## src/rtl/core/tag_stack_with_topmost_search_assert.svh

```systemverilog
// ---------------------------------------------------------------------------
// tag stack assertion macros
// concurrent checks that compile away when SYNTHESIS is defined
// ---------------------------------------------------------------------------
`ifndef TAG_STACK_WITH_TOPMOST_SEARCH_ASSERT_SVH
`define TAG_STACK_WITH_TOPMOST_SEARCH_ASSERT_SVH

`ifndef SYNTHESIS

// antecedent implies consequent in the same cycle
`define TSTK_ASSERT_SAME(label, clk, rst, ante, cons) \
   label: assert property (@(posedge clk) disable iff (rst) (ante) |-> (cons)) \
      else $error("tag stack check failed");

// antecedent implies consequent in the next cycle
`define TSTK_ASSERT_NEXT(label, clk, rst, ante, cons) \
   label: assert property (@(posedge clk) disable iff (rst) (ante) |=> (cons)) \
      else $error("tag stack check failed");

`else

`define TSTK_ASSERT_SAME(label, clk, rst, ante, cons)
`define TSTK_ASSERT_NEXT(label, clk, rst, ante, cons)

`endif

`endif

```

## src/rtl/core/tstk_pkg.sv

```systemverilog
// ---------------------------------------------------------------------------
// tstk_pkg
// shared field widths, operation and status codes, and the command and
// status bundles between the tag stack controller and datapath
// ---------------------------------------------------------------------------
`timescale 1ns / 1ps

package tstk_pkg;

   // request and result field widths
   localparam int FUNC_W   = 3;
   localparam int TAG_W    = 8;
   localparam int INDEX_W  = 6;
   localparam int COUNT_W  = 7;
   localparam int STATUS_W = 3;

   // operation codes
   localparam logic [FUNC_W-1:0] FUNC_CLEAR    = 3'd0;
   localparam logic [FUNC_W-1:0] FUNC_PUSH     = 3'd1;
   localparam logic [FUNC_W-1:0] FUNC_POP      = 3'd2;
   localparam logic [FUNC_W-1:0] FUNC_READ_IDX = 3'd3;
   localparam logic [FUNC_W-1:0] FUNC_READ_TOP = 3'd4;
   localparam logic [FUNC_W-1:0] FUNC_FIND     = 3'd5;

   // result status codes
   localparam logic [STATUS_W-1:0] STATUS_OK        = 3'd0;
   localparam logic [STATUS_W-1:0] STATUS_OVERFLOW  = 3'd1;
   localparam logic [STATUS_W-1:0] STATUS_EMPTY     = 3'd2;
   localparam logic [STATUS_W-1:0] STATUS_RANGE     = 3'd3;
   localparam logic [STATUS_W-1:0] STATUS_NOT_FOUND = 3'd4;

   // register word index
   localparam logic CSR_UNKNOWN_TAG = 1'b0;

   // memory read source
   typedef enum logic [1:0] {
      RD_NONE  = 2'd0,
      RD_TOP   = 2'd1,
      RD_INDEX = 2'd2,
      RD_NEXT  = 2'd3
   } rd_type;

   // result register update
   typedef enum logic [2:0] {
      RES_HOLD      = 3'd0,
      RES_NONE      = 3'd1,
      RES_DATA      = 3'd2,
      RES_FULL      = 3'd3,
      RES_EMPTY     = 3'd4,
      RES_RANGE     = 3'd5,
      RES_NOT_FOUND = 3'd6,
      RES_FOUND     = 3'd7
   } res_type;

   typedef struct packed {
      logic    latch_req;
      logic    do_clear;
      logic    do_push;
      logic    do_pop;
      rd_type  rd_sel;
      res_type res;
      logic    load_out;
   } cmd_type;

   typedef struct packed {
      logic [FUNC_W-1:0] func;
      logic              empty;
      logic              full;
      logic              idx_ok;
      logic              match;
      logic              ptr_zero;
      logic              out_free;
   } sts_type;

endpackage

```

## src/rtl/core/tstk_ctrl.sv

```systemverilog
// ---------------------------------------------------------------------------
// tstk_ctrl
// request sequencer: decodes the latched operation, walks the search from
// the top entry down and hands each result to the output register
// ---------------------------------------------------------------------------
`timescale 1ns / 1ps

module tstk_ctrl (
   input  logic              clock,
   input  logic              reset,
   input  logic              req_valid,
   output logic              req_ready,
   input  tstk_pkg::sts_type sts,
   output tstk_pkg::cmd_type cmd
);
   import tstk_pkg::*;

   typedef enum logic [4:0] {
      ST_IDLE = 5'b00001,
      ST_EXEC = 5'b00010,
      ST_READ = 5'b00100,
      ST_SCAN = 5'b01000,
      ST_OUT  = 5'b10000
   } state_type;

   state_type state_ff;
   state_type state_in;

   // state register
   always_ff @(posedge clock) begin
      if (reset) begin
         state_ff <= ST_IDLE;
      end else begin
         state_ff <= state_in;
      end
   end

   assign req_ready = (state_ff == ST_IDLE);

   // next state and commands
   always_comb begin
      state_in      = state_ff;
      cmd           = '0;
      cmd.rd_sel    = RD_NONE;
      cmd.res       = RES_HOLD;
      case (state_ff)
         ST_IDLE: begin
            if (req_valid) begin
               cmd.latch_req = 1'b1;
               state_in      = ST_EXEC;
            end
         end
         ST_EXEC: begin
            state_in = ST_OUT;
            case (sts.func)
               FUNC_CLEAR: begin
                  cmd.do_clear = 1'b1;
                  cmd.res      = RES_NONE;
               end
               FUNC_PUSH: begin
                  if (sts.full) begin
                     cmd.res = RES_FULL;
                  end else begin
                     cmd.do_push = 1'b1;
                     cmd.res     = RES_NONE;
                  end
               end
               FUNC_POP: begin
                  if (sts.empty) begin
                     cmd.res = RES_EMPTY;
                  end else begin
                     cmd.do_pop = 1'b1;
                     cmd.rd_sel = RD_TOP;
                     state_in   = ST_READ;
                  end
               end
               FUNC_READ_IDX: begin
                  if (sts.idx_ok) begin
                     cmd.rd_sel = RD_INDEX;
                     state_in   = ST_READ;
                  end else begin
                     cmd.res = RES_RANGE;
                  end
               end
               FUNC_READ_TOP: begin
                  if (sts.empty) begin
                     cmd.res = RES_EMPTY;
                  end else begin
                     cmd.rd_sel = RD_TOP;
                     state_in   = ST_READ;
                  end
               end
               FUNC_FIND: begin
                  if (sts.empty) begin
                     cmd.res = RES_NOT_FOUND;
                  end else begin
                     cmd.rd_sel = RD_TOP;
                     state_in   = ST_SCAN;
                  end
               end
               default: begin
                  cmd.res = RES_NONE;
               end
            endcase
         end
         ST_READ: begin
            cmd.res  = RES_DATA;
            state_in = ST_OUT;
         end
         // one entry per cycle, top down
         ST_SCAN: begin
            if (sts.match) begin
               cmd.res  = RES_FOUND;
               state_in = ST_OUT;
            end else if (sts.ptr_zero) begin
               cmd.res  = RES_NOT_FOUND;
               state_in = ST_OUT;
            end else begin
               cmd.rd_sel = RD_NEXT;
            end
         end
         ST_OUT: begin
            if (sts.out_free) begin
               cmd.load_out = 1'b1;
               state_in     = ST_IDLE;
            end
         end
         default: begin
            state_in = ST_IDLE;
         end
      endcase
   end

endmodule

```

## src/rtl/core/tstk_dpath.sv

```systemverilog
// ---------------------------------------------------------------------------
// tstk_dpath
// tag memory, fill count, scan pointer, result and output registers of the
// tag stack
// ---------------------------------------------------------------------------
`timescale 1ns / 1ps

module tstk_dpath #(
   parameter int STACK_DEPTH = 64,
   parameter int TAG_BITS    = 8
) (
   input  logic                            clock,
   input  logic                            reset,
   input  tstk_pkg::cmd_type               cmd,
   output tstk_pkg::sts_type               sts,
   input  logic [tstk_pkg::FUNC_W-1:0]     req_func,
   input  logic [tstk_pkg::TAG_W-1:0]      req_tag,
   input  logic [tstk_pkg::INDEX_W-1:0]    req_index,
   input  logic [tstk_pkg::TAG_W-1:0]      unknown_code,
   input  logic                            rsp_ready,
   output logic                            rsp_valid,
   output logic [tstk_pkg::TAG_W-1:0]      rsp_tag_out,
   output logic [tstk_pkg::INDEX_W-1:0]    rsp_position,
   output logic [tstk_pkg::COUNT_W-1:0]    rsp_entry_count,
   output logic [tstk_pkg::STATUS_W-1:0]   rsp_status
);
   import tstk_pkg::*;

   localparam int AW   = $clog2(STACK_DEPTH);
   localparam int CW   = $clog2(STACK_DEPTH + 1);
   localparam int CMPW = (CW > INDEX_W) ? CW : INDEX_W;

   logic [TAG_BITS-1:0] tag_mem [STACK_DEPTH];

   logic [FUNC_W-1:0]   func_ff;
   logic [TAG_BITS-1:0] tag_ff;
   logic [INDEX_W-1:0]  index_ff;
   logic [CW-1:0]       count_ff;
   logic [CW-1:0]       count_in;
   logic [CW-1:0]       count_m1;
   logic [AW-1:0]       ptr_ff;
   logic [AW-1:0]       ptr_in;
   logic [AW-1:0]       ptr_m1;
   logic [AW-1:0]       rd_addr;
   logic                rd_en;
   logic [TAG_BITS-1:0] rd_data_ff;
   logic [CMPW-1:0]     index_cmp;
   logic [CMPW-1:0]     count_cmp;

   logic [TAG_W-1:0]    res_tag_ff;
   logic [TAG_W-1:0]    res_tag_in;
   logic [INDEX_W-1:0]  res_pos_ff;
   logic [INDEX_W-1:0]  res_pos_in;
   logic [STATUS_W-1:0] res_status_ff;
   logic [STATUS_W-1:0] res_status_in;

   logic                rsp_valid_ff;
   logic [TAG_W-1:0]    rsp_tag_ff;
   logic [INDEX_W-1:0]  rsp_pos_ff;
   logic [COUNT_W-1:0]  rsp_count_ff;
   logic [STATUS_W-1:0] rsp_status_ff;

   // request capture
   always_ff @(posedge clock) begin
      if (cmd.latch_req) begin
         func_ff  <= req_func;
         tag_ff   <= TAG_BITS'(req_tag);
         index_ff <= req_index;
      end
   end

   assign count_m1  = count_ff - CW'(1);
   assign ptr_m1    = ptr_ff - AW'(1);
   assign index_cmp = CMPW'(index_ff);
   assign count_cmp = CMPW'(count_ff);

   // fill count
   always_comb begin
      count_in = count_ff;
      if (cmd.do_clear) begin
         count_in = '0;
      end else if (cmd.do_push) begin
         count_in = count_ff + CW'(1);
      end else if (cmd.do_pop) begin
         count_in = count_m1;
      end
   end

   always_ff @(posedge clock) begin
      if (reset) begin
         count_ff <= '0;
      end else begin
         count_ff <= count_in;
      end
   end

   // read address and scan pointer
   always_comb begin
      ptr_in  = ptr_ff;
      rd_addr = ptr_ff;
      rd_en   = 1'b1;
      case (cmd.rd_sel)
         RD_TOP: begin
            rd_addr = count_m1[AW-1:0];
            ptr_in  = count_m1[AW-1:0];
         end
         RD_INDEX: begin
            rd_addr = index_cmp[AW-1:0];
         end
         RD_NEXT: begin
            rd_addr = ptr_m1;
            ptr_in  = ptr_m1;
         end
         default: begin
            rd_en = 1'b0;
         end
      endcase
   end

   always_ff @(posedge clock) begin
      ptr_ff <= ptr_in;
   end

   // tag memory write port
   always_ff @(posedge clock) begin
      if (cmd.do_push) begin
         tag_mem[count_ff[AW-1:0]] <= tag_ff;
      end
   end

   // tag memory read port
   always_ff @(posedge clock) begin
      if (rd_en) begin
         rd_data_ff <= tag_mem[rd_addr];
      end
   end

   // result selection
   always_comb begin
      res_tag_in    = res_tag_ff;
      res_pos_in    = res_pos_ff;
      res_status_in = res_status_ff;
      case (cmd.res)
         RES_NONE: begin
            res_tag_in    = unknown_code;
            res_pos_in    = '0;
            res_status_in = STATUS_OK;
         end
         RES_DATA: begin
            res_tag_in    = TAG_W'(rd_data_ff);
            res_pos_in    = '0;
            res_status_in = STATUS_OK;
         end
         RES_FULL: begin
            res_tag_in    = unknown_code;
            res_pos_in    = '0;
            res_status_in = STATUS_OVERFLOW;
         end
         RES_EMPTY: begin
            res_tag_in    = unknown_code;
            res_pos_in    = '0;
            res_status_in = STATUS_EMPTY;
         end
         RES_RANGE: begin
            res_tag_in    = unknown_code;
            res_pos_in    = '0;
            res_status_in = STATUS_RANGE;
         end
         RES_NOT_FOUND: begin
            res_tag_in    = unknown_code;
            res_pos_in    = '0;
            res_status_in = STATUS_NOT_FOUND;
         end
         RES_FOUND: begin
            res_tag_in    = unknown_code;
            res_pos_in    = INDEX_W'(ptr_ff);
            res_status_in = STATUS_OK;
         end
         default: begin
            res_tag_in    = res_tag_ff;
         end
      endcase
   end

   always_ff @(posedge clock) begin
      res_tag_ff    <= res_tag_in;
      res_pos_ff    <= res_pos_in;
      res_status_ff <= res_status_in;
   end

   // output register
   always_ff @(posedge clock) begin
      if (reset) begin
         rsp_valid_ff <= 1'b0;
      end else if (cmd.load_out) begin
         rsp_valid_ff <= 1'b1;
      end else if (rsp_ready) begin
         rsp_valid_ff <= 1'b0;
      end
   end

   always_ff @(posedge clock) begin
      if (cmd.load_out) begin
         rsp_tag_ff    <= res_tag_ff;
         rsp_pos_ff    <= res_pos_ff;
         rsp_count_ff  <= COUNT_W'(count_ff);
         rsp_status_ff <= res_status_ff;
      end
   end

   assign rsp_valid       = rsp_valid_ff;
   assign rsp_tag_out     = rsp_tag_ff;
   assign rsp_position    = rsp_pos_ff;
   assign rsp_entry_count = rsp_count_ff;
   assign rsp_status      = rsp_status_ff;

   // status to the controller
   assign sts.func     = func_ff;
   assign sts.empty    = (count_ff == '0);
   assign sts.full     = (count_ff == CW'(STACK_DEPTH));
   assign sts.idx_ok   = (index_cmp < count_cmp);
   assign sts.match    = (rd_data_ff == tag_ff);
   assign sts.ptr_zero = (ptr_ff == '0);
   assign sts.out_free = !rsp_valid_ff || rsp_ready;

endmodule

```

## src/rtl/core/tag_stack_with_topmost_search.sv

```systemverilog
// ---------------------------------------------------------------------------
// tag_stack_with_topmost_search
// stack of open-element tag codes with clear, push, pop, indexed read, top
// read and a search for the topmost entry holding a tag
// ---------------------------------------------------------------------------
// sequence: accept, decode, then a memory read for pop and reads or a
//   top-down search for find, then the result and output registers
// one request in flight: the next request is accepted only after the result
//   is loaded, which waits while an earlier result waits on rsp_tready
// reset: synchronous; clears fill count, sequencer, output valid and unknown tag
//   register; tag memory contents are not cleared
`timescale 1ns / 1ps
`include "tag_stack_with_topmost_search_assert.svh"

module tag_stack_with_topmost_search #(
   parameter int STACK_DEPTH = 64,
   parameter int TAG_BITS    = 8
) (
   input  logic        clock,
   input  logic        reset,
   // request channel
   input  logic        req_tvalid,
   output logic        req_tready,
   input  logic [15:0] req_tdata,   // tag [7:0], index [13:8], zero pad [15:14]
   input  logic [2:0]  req_tuser,   // func [2:0]
   // result channel
   output logic        rsp_tvalid,
   input  logic        rsp_tready,
   output logic [23:0] rsp_tdata,   // tag_out [7:0], position [13:8],
                                    // entry_count [20:14], zero pad [23:21]
   output logic [2:0]  rsp_tuser,   // status [2:0]
   // register port
   input  logic        csr_psel,
   input  logic        csr_penable,
   input  logic        csr_pwrite,
   input  logic [2:0]  csr_paddr,
   input  logic [31:0] csr_pwdata,
   output logic [31:0] csr_prdata,
   output logic        csr_pready
);
   import tstk_pkg::*;

   cmd_type             cmd;
   sts_type             sts;
   logic [TAG_W-1:0]    unknown_code_ff;
   logic [TAG_W-1:0]    unknown_code_in;
   logic                csr_wr;
   logic [TAG_W-1:0]    rsp_tag_out;
   logic [INDEX_W-1:0]  rsp_position;
   logic [COUNT_W-1:0]  rsp_entry_count;
   logic [STATUS_W-1:0] rsp_status;

   // register port
   assign csr_pready = 1'b1;
   assign csr_wr     = csr_psel && csr_penable && csr_pwrite && csr_pready;

   always_comb begin
      unknown_code_in = unknown_code_ff;
      if (csr_wr && (csr_paddr[2] == CSR_UNKNOWN_TAG)) begin
         unknown_code_in = csr_pwdata[TAG_W-1:0];
      end
   end

   always_ff @(posedge clock) begin
      if (reset) begin
         unknown_code_ff <= '0;
      end else begin
         unknown_code_ff <= unknown_code_in;
      end
   end

   assign csr_prdata = (csr_paddr[2] == CSR_UNKNOWN_TAG) ? {24'd0, unknown_code_ff} : 32'd0;

   // sequencer
   tstk_ctrl u_ctrl (
      .clock     (clock),
      .reset     (reset),
      .req_valid (req_tvalid),
      .req_ready (req_tready),
      .sts       (sts),
      .cmd       (cmd)
   );

   // storage and result path
   tstk_dpath #(
      .STACK_DEPTH (STACK_DEPTH),
      .TAG_BITS    (TAG_BITS)
   ) u_dpath (
      .clock           (clock),
      .reset           (reset),
      .cmd             (cmd),
      .sts             (sts),
      .req_func        (req_tuser),
      .req_tag         (req_tdata[7:0]),
      .req_index       (req_tdata[13:8]),
      .unknown_code    (unknown_code_ff),
      .rsp_ready       (rsp_tready),
      .rsp_valid       (rsp_tvalid),
      .rsp_tag_out     (rsp_tag_out),
      .rsp_position    (rsp_position),
      .rsp_entry_count (rsp_entry_count),
      .rsp_status      (rsp_status)
   );

   assign rsp_tdata = {3'd0, rsp_entry_count, rsp_position, rsp_tag_out};
   assign rsp_tuser = rsp_status;

   // one request in flight: no accept right after an accept
   `TSTK_ASSERT_NEXT(a_single_request, clock, reset, req_tvalid && req_tready, !req_tready)
   // result register only loaded when the output slot is free
   `TSTK_ASSERT_SAME(a_load_when_free, clock, reset, cmd.load_out, sts.out_free)
   // the search never steps below the bottom entry
   `TSTK_ASSERT_SAME(a_scan_floor, clock, reset, cmd.rd_sel == RD_NEXT, !sts.ptr_zero)
   // a clear empties the stack
   `TSTK_ASSERT_NEXT(a_clear_empties, clock, reset, cmd.do_clear, sts.empty)

endmodule
```

## config.mk

```make
export PLATFORM = sky130hd
export DESIGN_NAME = tag_stack_with_topmost_search
export DESIGN_NICKNAME = d
export VERILOG_FILES = /design/src/rtl/core/tstk_pkg.sv /design/src/rtl/core/tstk_ctrl.sv /design/src/rtl/core/tstk_dpath.sv /design/src/rtl/core/tag_stack_with_topmost_search.sv
export VERILOG_INCLUDE_DIRS = /design/src /design/src/rtl/core
export SDC_FILE = /design/constraint.sdc
export NUM_CORES = 1
export LEC_CHECK = 0
export CAP_MARGIN = 20
export CORE_ASPECT_RATIO = 0.6
export CORE_MARGIN = 10
export CORE_UTILIZATION = 40
export DETAILED_ROUTE_END_ITERATION = 6
export DONT_BUFFER_PORTS = 1
export PLACE_DENSITY = 0.63
export RECOVER_POWER = 100
export SYNTH_ARGS = -nofsm -noshare
export SYNTH_HDL_FRONTEND = slang
export SYNTH_SLANG_ARGS = --single-unit
export TNS_END_PERCENT = 50
```

## constraint.sdc

```tcl
create_clock -name clock -period 6.54 [get_ports clock]
set_clock_uncertainty 0.1 [all_clocks]
set_input_delay 0.327 -clock clock [delete_from_list [all_inputs] [get_ports clock]]
set_output_delay 0.327 -clock clock [all_outputs]
set_load 0.05 [all_outputs]
```

# Word-level counts from Yosys, hierarchy flattened
# Memories as Yosys holds them, arrays and structs flattened. A register that Yosys moved wholly into a read port is not among the register bits.
# Cells that the tools add are included.
[classes] add_sub_neg=3 eq_ne=25 reduce_logical=22 muxes=46 magnitude_cmp=1 bitwise_logic=1
[op_table] op="5-bit 2-to-1 mux" count=7
[op_table] op="5-bit case mux with 5 select lines" count=1
[op_table] op="6-bit case mux with 2 select lines" count=2
[op_table] op="3-bit 2-to-1 mux" count=7
[op_table] op="3-bit == test (second input constant)" count=6
[op_table] op="6-bit case mux with 3 select lines" count=1
[op_table] op="8-bit case mux with 2 select lines" count=1
[op_table] op="3-bit case mux with 5 select lines" count=1
[op_table] op="5-bit case mux with 3 select lines" count=1
[op_table] op="1-bit 2-to-1 mux" count=14
[op_table] op="7-bit 2-to-1 mux" count=2
[op_table] op="3-bit by 2-bit == test with 1-bit output (second input constant)" count=4
[op_table] op="3-bit case mux with 4 select lines" count=1
[op_table] op="6-bit OR reduction" count=2
[op_table] op="2-bit nonzero test" count=5
[op_table] op="3-bit case mux with 3 select lines" count=1
[op_table] op="8-bit == test" count=1
[op_table] op="2-bit 2-to-1 mux" count=4
[op_table] op="8-bit 2-to-1 mux" count=1
[op_table] op="7-bit by 1-bit adder with 7-bit output (second input constant)" count=1
[op_table] op="7-bit == test (second input constant)" count=1
[op_table] op="7-bit logical NOT" count=1
[op_table] op="6-bit by 7-bit < comparator with 1-bit output" count=1
[op_table] op="7-bit by 1-bit subtractor with 7-bit output (second input constant)" count=1
[op_table] op="23 further kinds" count=31
[totals] output_inout_bits=62 n_memories=1 word_cells=114 ramBits=512 ff_bits=85 input_bits=61
[mem_list] name="u_dpath.tag_mem" words=64 word_bits=8 read_ports=1 rd_clocked_by_memory_dff=1 write_ports=1 line_no="tstk_dpath.sv:33" source="logic [TAG_BITS-1:0] tag_mem [STACK_DEPTH];"

# Depth between registers and ports, before layout
[logic_depth] depth_word=7 mapped_depth=17 mapped_depth_nobuf=12

# Cells and area by module
# From an unflattened synthesis, not the netlist that was laid out.
[unflattened] hier_cells=1505 area_unflattened_um2=24977.7
[modules_own_cells] module="tstk_dpath" instances=1 area_per_inst_um2=23794.1 cells_per_inst=1363 seq_area_each_um2=17697.0
[modules_own_cells] module="tag_stack_with_topmost_search" instances=1 area_per_inst_um2=653.1 cells_per_inst=73 seq_area_each_um2=160.2
[modules_own_cells] module="tstk_ctrl" instances=1 area_per_inst_um2=530.5 cells_per_inst=69 seq_area_each_um2=100.1

# Least setup slack after synthesis
# No wires, ideal clock.
[synth_path] path_kind="register -> register" start="reg u_dpath.tag_ff[3]" end="reg u_dpath.rd_data_ff[2] (read register of u_dpath.tag_mem) (data pin)" path_slack_ps=2535 setup_ps=260 arrival_time_ps=3645 n_path_buf=3 synth_period_minus_slack_ps=4005 t_required_ps=6180 stages_incl_launch_ff=14 cell_sequence="edfxtp_1 xor2_1 nor4_2 a21oi_2 a2111o_1 and2_1 buf_2 buf_4 buf_2 nand2_1 nand3_1 a311o_1 a31oi_1 nor4_2"
[synth_between] elab_chain_cells=6 word_cells_on_any_way=9 cone_classes="4 x eq/ne; 4 x mux; 1 x reduce/logical"
[synth_lines] element="start: declaration" line_no="tstk_dpath.sv:36" source="logic [TAG_BITS-1:0] tag_ff;"
[synth_lines] element="start signal: assignment" line_no="tstk_dpath.sv:67" source="tag_ff <= TAG_BITS'(req_tag);"
[synth_lines] element="8-bit == test (*)" line_no="tstk_dpath.sv:222" source="assign sts.match = (rd_data_ff == tag_ff);"
[synth_lines] element="2-bit 2-to-1 mux (*)" line_no="tstk_ctrl.sv:112" source="if (sts.match) begin"
[synth_lines] element="2-bit case mux with 2 select lines (*)" line_no="tstk_ctrl.sv:46" source="case (state_ff)"
[synth_lines] element="2-bit by 1-bit == test with 1-bit output or 2-bit == test (tied branches)" line_no="tstk_dpath.sv:102" source="case (cmd.rd_sel)"
[synth_lines] element="3-bit OR reduction (no line)"
[synth_lines] element="1-bit 2-to-1 mux" line_no="tstk_dpath.sv:102"
[synth_lines] element="end: declaration" line_no="tstk_dpath.sv:46" source="logic [TAG_BITS-1:0] rd_data_ff;"
# Every way passes the cells marked *; elsewhere a longest branch is shown, timed or not.
# A chain may end at the register's enable or synchronous reset.

# Final worst setup path
[layout_path] start="reg u_dpath.rd_data_ff[2] (read register of u_dpath.tag_mem)" end="reg u_dpath.rd_data_ff[3] (read register of u_dpath.tag_mem) (data pin)"
[layout_between] elab_chain_cells=6 word_cells_on_any_way=9 cone_classes="4 x eq/ne; 4 x mux; 1 x reduce/logical"
[layout_lines] element="8-bit == test (*)" line_no="tstk_dpath.sv:222"
[layout_lines] element="2-bit 2-to-1 mux (*)" line_no="tstk_ctrl.sv:112"
[layout_lines] element="2-bit case mux with 2 select lines (*)" line_no="tstk_ctrl.sv:46"
[layout_lines] element="2-bit by 1-bit == test with 1-bit output or 2-bit == test (tied branches)" line_no="tstk_dpath.sv:102"
[layout_lines] element="3-bit OR reduction (no line)"
[layout_lines] element="1-bit 2-to-1 mux" line_no="tstk_dpath.sv:102"
# Marked as above.

==> qor.log <==
INFO  pwr            seq_power_share=56.6%
INFO  die            pin_count=123
INFO  die            die_height=212um
INFO  place          place_ws=1.41ns
INFO  synth          netlist-cell-type-count=68
INFO  pwr            clock_power_share=41.2%
INFO  setup_path     worst_setup_path_start_kind=register
INFO  clock_network  cts_tree=built
INFO  pwr            netSwitchingFraction=20.7%
INFO  synth          synth.top_cells.by_area=edfxtp_1 (71%), nand2_1 (4.9%), mux2i_1 (4.8%), nand3_1 (2.0%), dfxtp_1 (1.7%)
INFO  pwr            cellPowerDensity=277nW/um2
INFO  synth          yosys-top-cells-count=edfxtp_1 (584), nand2_1 (325), mux2i_1 (118), nand3_1 (97), nor2_1 (91)
INFO  synth          synth_area_per_cell=14.3um2
INFO  setup_path     path_max_fanout=19
INFO  timing         max_slew_margin=-120%
INFO  place          routabilityCongestion=0.879
INFO  routing        route.antenna.remaining_nets=0
INFO  outcome        violations=max-capacitance violations, max-slew violations
INFO  pwr            switching_power=1.57mW
INFO  pwr            leakagePower=8.91nW
INFO  setup_path     critical_path_required=6.72ns
INFO  clock_network  h_tree_depth_reported_by_cts=2
INFO  cells_and_area postLayoutCoreUtil=45.0%
INFO  die            floorplan.initialDensity=40.5%
INFO  clock_network  cts_max_path_buffers=3
INFO  timing         hold_violations_final=0
INFO  grt            groute.usage.overall=16.2%
INFO  timing         peak_clock_frequency_supported_by_timing=168MHz
INFO  pwr            post_layout_total_power=7.58mW
INFO  place          hpwl=39000um
INFO  setup_path     slowest_stage=nor4_1
INFO  synth          netlist.top_cell.by_area=edfxtp_1
INFO  grt            grt.met2_usage=22.7%
INFO  timing         final_min_period_over_clock_period=90.9%
INFO  clock_network  cts_buffers=51
INFO  synth          syn-cell-area=24700um2
INFO  cells_and_area syn_to_final_growth=11.1%
INFO  timing         setup_ws=0.598ns
INFO  clock_network  sink_count=605
INFO  setup_path     crit-reg2reg-capture=u_dpath.rd_data_ff[3]
INFO  synth          post-synth-top-count-cell=edfxtp_1
INFO  setup_path     critical_path.most_common_cell=nor4_1
INFO  setup_path     path_delay_family=simple AND/OR/NAND/NOR gates
INFO  grt            grtUsageMet1=24.2%
INFO  synth          ys_async_sr_fraction=0%
INFO  routing        drt_initial_violations=1826
INFO  hold_path      min_path_type=in -> reg
INFO  die            row_count=70
INFO  setup_path     critPathLaunch=u_dpath.rd_data_ff[2]
INFO  clock_network  ctsRootBufferMaster=clkbuf_16
INFO  setup_path     worst_setup_path_end_kind=register
INFO  cells_and_area post_route_cells_drive_above_1_share=7.89%
INFO  grt            grt_start_max_net_pins=87
INFO  clock_network  clock_pin_slew_of_the_registers_on_the_worst_case_setup_and_hold_paths=0.07ns
INFO  synth          synth_warnings=0
INFO  hold_path      hp-start=csr_penable
INFO  pwr            vdd.ir_drop.worst=0.170mV
INFO  grt            grt_antenna_before_repair=1
INFO  place          buffers_added_on_ports=0
INFO  synth          synth-seq-cells=605
INFO  setup_path     r2r.worst_path.cells=10
INFO  die            floorplan.die.width=341um
INFO  setup_path     crit_type=reg -> reg
INFO  outcome        outcome=complete, but fails checks
INFO  timing         worst_slew_pin_tran=3.30ns
INFO  setup_path     worstSetupPathDepth=10
INFO  grt            grt-busiest-layer=met1
INFO  grt            groute.layer.met3.usage=4.92%
INFO  synth          seq_area_frac_synth=72.7%
INFO  routing        dr_total_vias=14589
INFO  run            drv.max_cap_violation_count=8
INFO  die            core_region_area=61000um2
INFO  routing        first_pass_iteration_count_of_the_detailed_router=5
INFO  grt            grt_overflow_total=0
INFO  timing         whs=0.0849ns
INFO  setup_path     crit_path_max_incr_delay=1.08ns
INFO  synth          synth_cells=1722
INFO  synth          synth_top_area_share=71.0%
INFO  setup_path     worstPathCellList=xor2_1 -> nor4_1 -> a21oi_1 -> a211oi_4 -> a221o_2 -> nand3_1 -> o22ai_1 -> a311o_1 -> a31oi_1 -> nor4_1
INFO  routing        vias_per_cell=5.55
INFO  grt            grt_first_pass_wirelength=89500um
INFO  setup_path     regToRegStartpoint=u_dpath.rd_data_ff[2]
INFO  cells_and_area layout_net_count=1825
INFO  routing        wl_per_cell=22.9um
INFO  timing         finalSetupTns=0ns
INFO  pwr            pwr-share-comb=2.2%
INFO  synth          synth_top_flop_cell=edfxtp_1
INFO  synth          number_of_synthesized_flops_with_an_enable_pin=584
INFO  timing         final_max_slew_viol_count=520
INFO  timing         timing.final.setup_violations=0
INFO  die            dieArea=72400um2
INFO  routing        remaining_drc_errors=0
INFO  clock_network  clkLatencyLatePin=0.61ns
INFO  grt            vias_in_the_first_global_route=14130
INFO  setup_path     worst-r2r-setup-slack=0.60ns
INFO  clock_network  cts_resized=0
INFO  hold_path      hold-path-cell-count=3
INFO  setup_path     worstPathBufferInverterCount=0
INFO  timing         unrepaired_setup_endpoints_after_global_routing=no
INFO  setup_path     critPathArrivalTime=6.12ns
INFO  routing        wirelength=60100um
INFO  hold_path      hold_end=unknown_code_ff[7]
INFO  timing         period_needed=5.94ns
INFO  pwr            p_int=6.01mW
[layout by cell type, fill, tap and decap left out, types with 5 or more instances in the layout]
| cell | count |
|---|---|
| nor4_1 | 6 |
| nor2_2 | 6 |
| a211oi_1 | 7 |
| xor2_1 | 10 |
| clkbuf_1 | 15 |
| inv_1 | 11 |
| nand4_1 | 10 |
| clkinv_2 | 13 |
| a32oi_1 | 35 |
| clkinv_1 | 9 |
| nor3_1 | 14 |
| nor2b_1 | 13 |
| bufinv_16 | 5 |
| a31oi_1 | 19 |
| edfxtp_1 | 584 |
| xnor2_1 | 12 |
| mux2_2 | 8 |
| and3_1 | 5 |
| clkbuf_16 | 52 |
| dlygate4sd3_1 | 29 |
| mux2i_1 | 118 |
| and2_0 | 6 |
| nand3_1 | 97 |
| buf_4 | 25 |
| o22ai_1 | 23 |
| a41o_1 | 7 |
| o21ai_0 | 15 |
| nor2_1 | 91 |
| nand2_1 | 325 |
| a311o_1 | 23 |
| dfxtp_1 | 21 |
| a21oi_1 | 43 |
| conb_1 | 28 |
| and2_1 | 5 |
| a32o_1 | 14 |
| ha_1 | 8 |
| a221oi_1 | 15 |
[per-layer routing]
metal  part of all wire (%)  wire (um)
met1                     46      27700
met2                     41      24700
met3                     11       6730
met4                    1.7       1030
met5                      0          0
[what timing repair did]
action                    4_1_cts  5_1_grt
hold buffers                   29        0
hold endpoints to repair       38        0
setup buffers                   0        0
[layout make-up]
type | instances | area [um2]
clock inverter | 37 | 332
timing repair buffer | 68 | 563
fill | 5375 | 33500
inverter | 11 | 41.3
tap | 828 | 1040
clock buffer | 59 | 1370
antenna | 1 | 2.50
sequential | 605 | 18000
multi-input combinational | 1019 | 6120
[logic make-up (layout without fill, tap and decap cells)]
group | Yosys count | after routing | synth area share, %
adders and majority gates | 8 | 8 | 0.405
other | 2 | 29 | 0.0304
and+or+nand+nor | 607 | 607 | 11.0
muxes | 126 | 126 | 5.15
AOI/OAI and AO/OA | 228 | 228 | 7.14
DFF | 605 | 605 | 72.7
buffers and inverters | 124 | 175 | 2.76
xor gates and xnor gates | 22 | 22 | 0.780
[registers in the layout (all words and copies together), names as in the netlist, 7 cells and up]
| register | cells |
|---|---|
| u_dpath.count_cmp | 7 |
| u_dpath.res_tag_ff | 8 |
| u_dpath.tag_mem | 512 |
| u_dpath.tag_ff | 8 |
| u_dpath.rd_data_ff | 8 |
| u_dpath.rsp_entry_count | 7 |
| u_dpath.rsp_tag_out | 8 |
| unknown_code_ff | 8 |
[worst reg2reg max path, cell delays in order, from the launching register on]
cell,delay [ns]
edfxtp_1,0.52
xor2_1,0.23
nor4_1,1.08
a21oi_1,0.47
a211oi_4,0.58
a221o_2,0.58
nand3_1,0.68
o22ai_1,0.39
a311o_1,0.19
a31oi_1,0.11
nor4_1,0.71
[metrics by stage]
step / std cells / cell area [um2]
detailed placement: 2502 / 25500
finish: 2628 / 27400
global route: 2627 / 27400
CTS: 2627 / 27500
global placement: 2502 / 25500
floorplan: 1748 / 24800
[power groups by stage]
stage / registers [mW] / clock network, mW / logic (mW)
floorplan: 4.39 / 0 / 0.0888
global placement: 4.37 / 0 / 0.152
detailed placement: 4.37 / 0 / 0.157
CTS: 4.28 / 3.17 / 0.172
global route: 4.29 / 3.32 / 0.181
finish: 4.29 / 3.12 / 0.168
[worst max path at each step]
stage | to | slack [ns]
detailed placement | u_dpath.rd_data_ff[0] | 1.41
finish | u_dpath.rd_data_ff[3] | 0.60
global placement | u_dpath.rd_data_ff[7] | 1.47
CTS | u_dpath.rd_data_ff[2] | 1.37
global route | u_dpath.rd_data_ff[0] | 0.50
floorplan | u_dpath.rd_data_ff[2] | 2.54
Power figures use the tool's default switching activity.
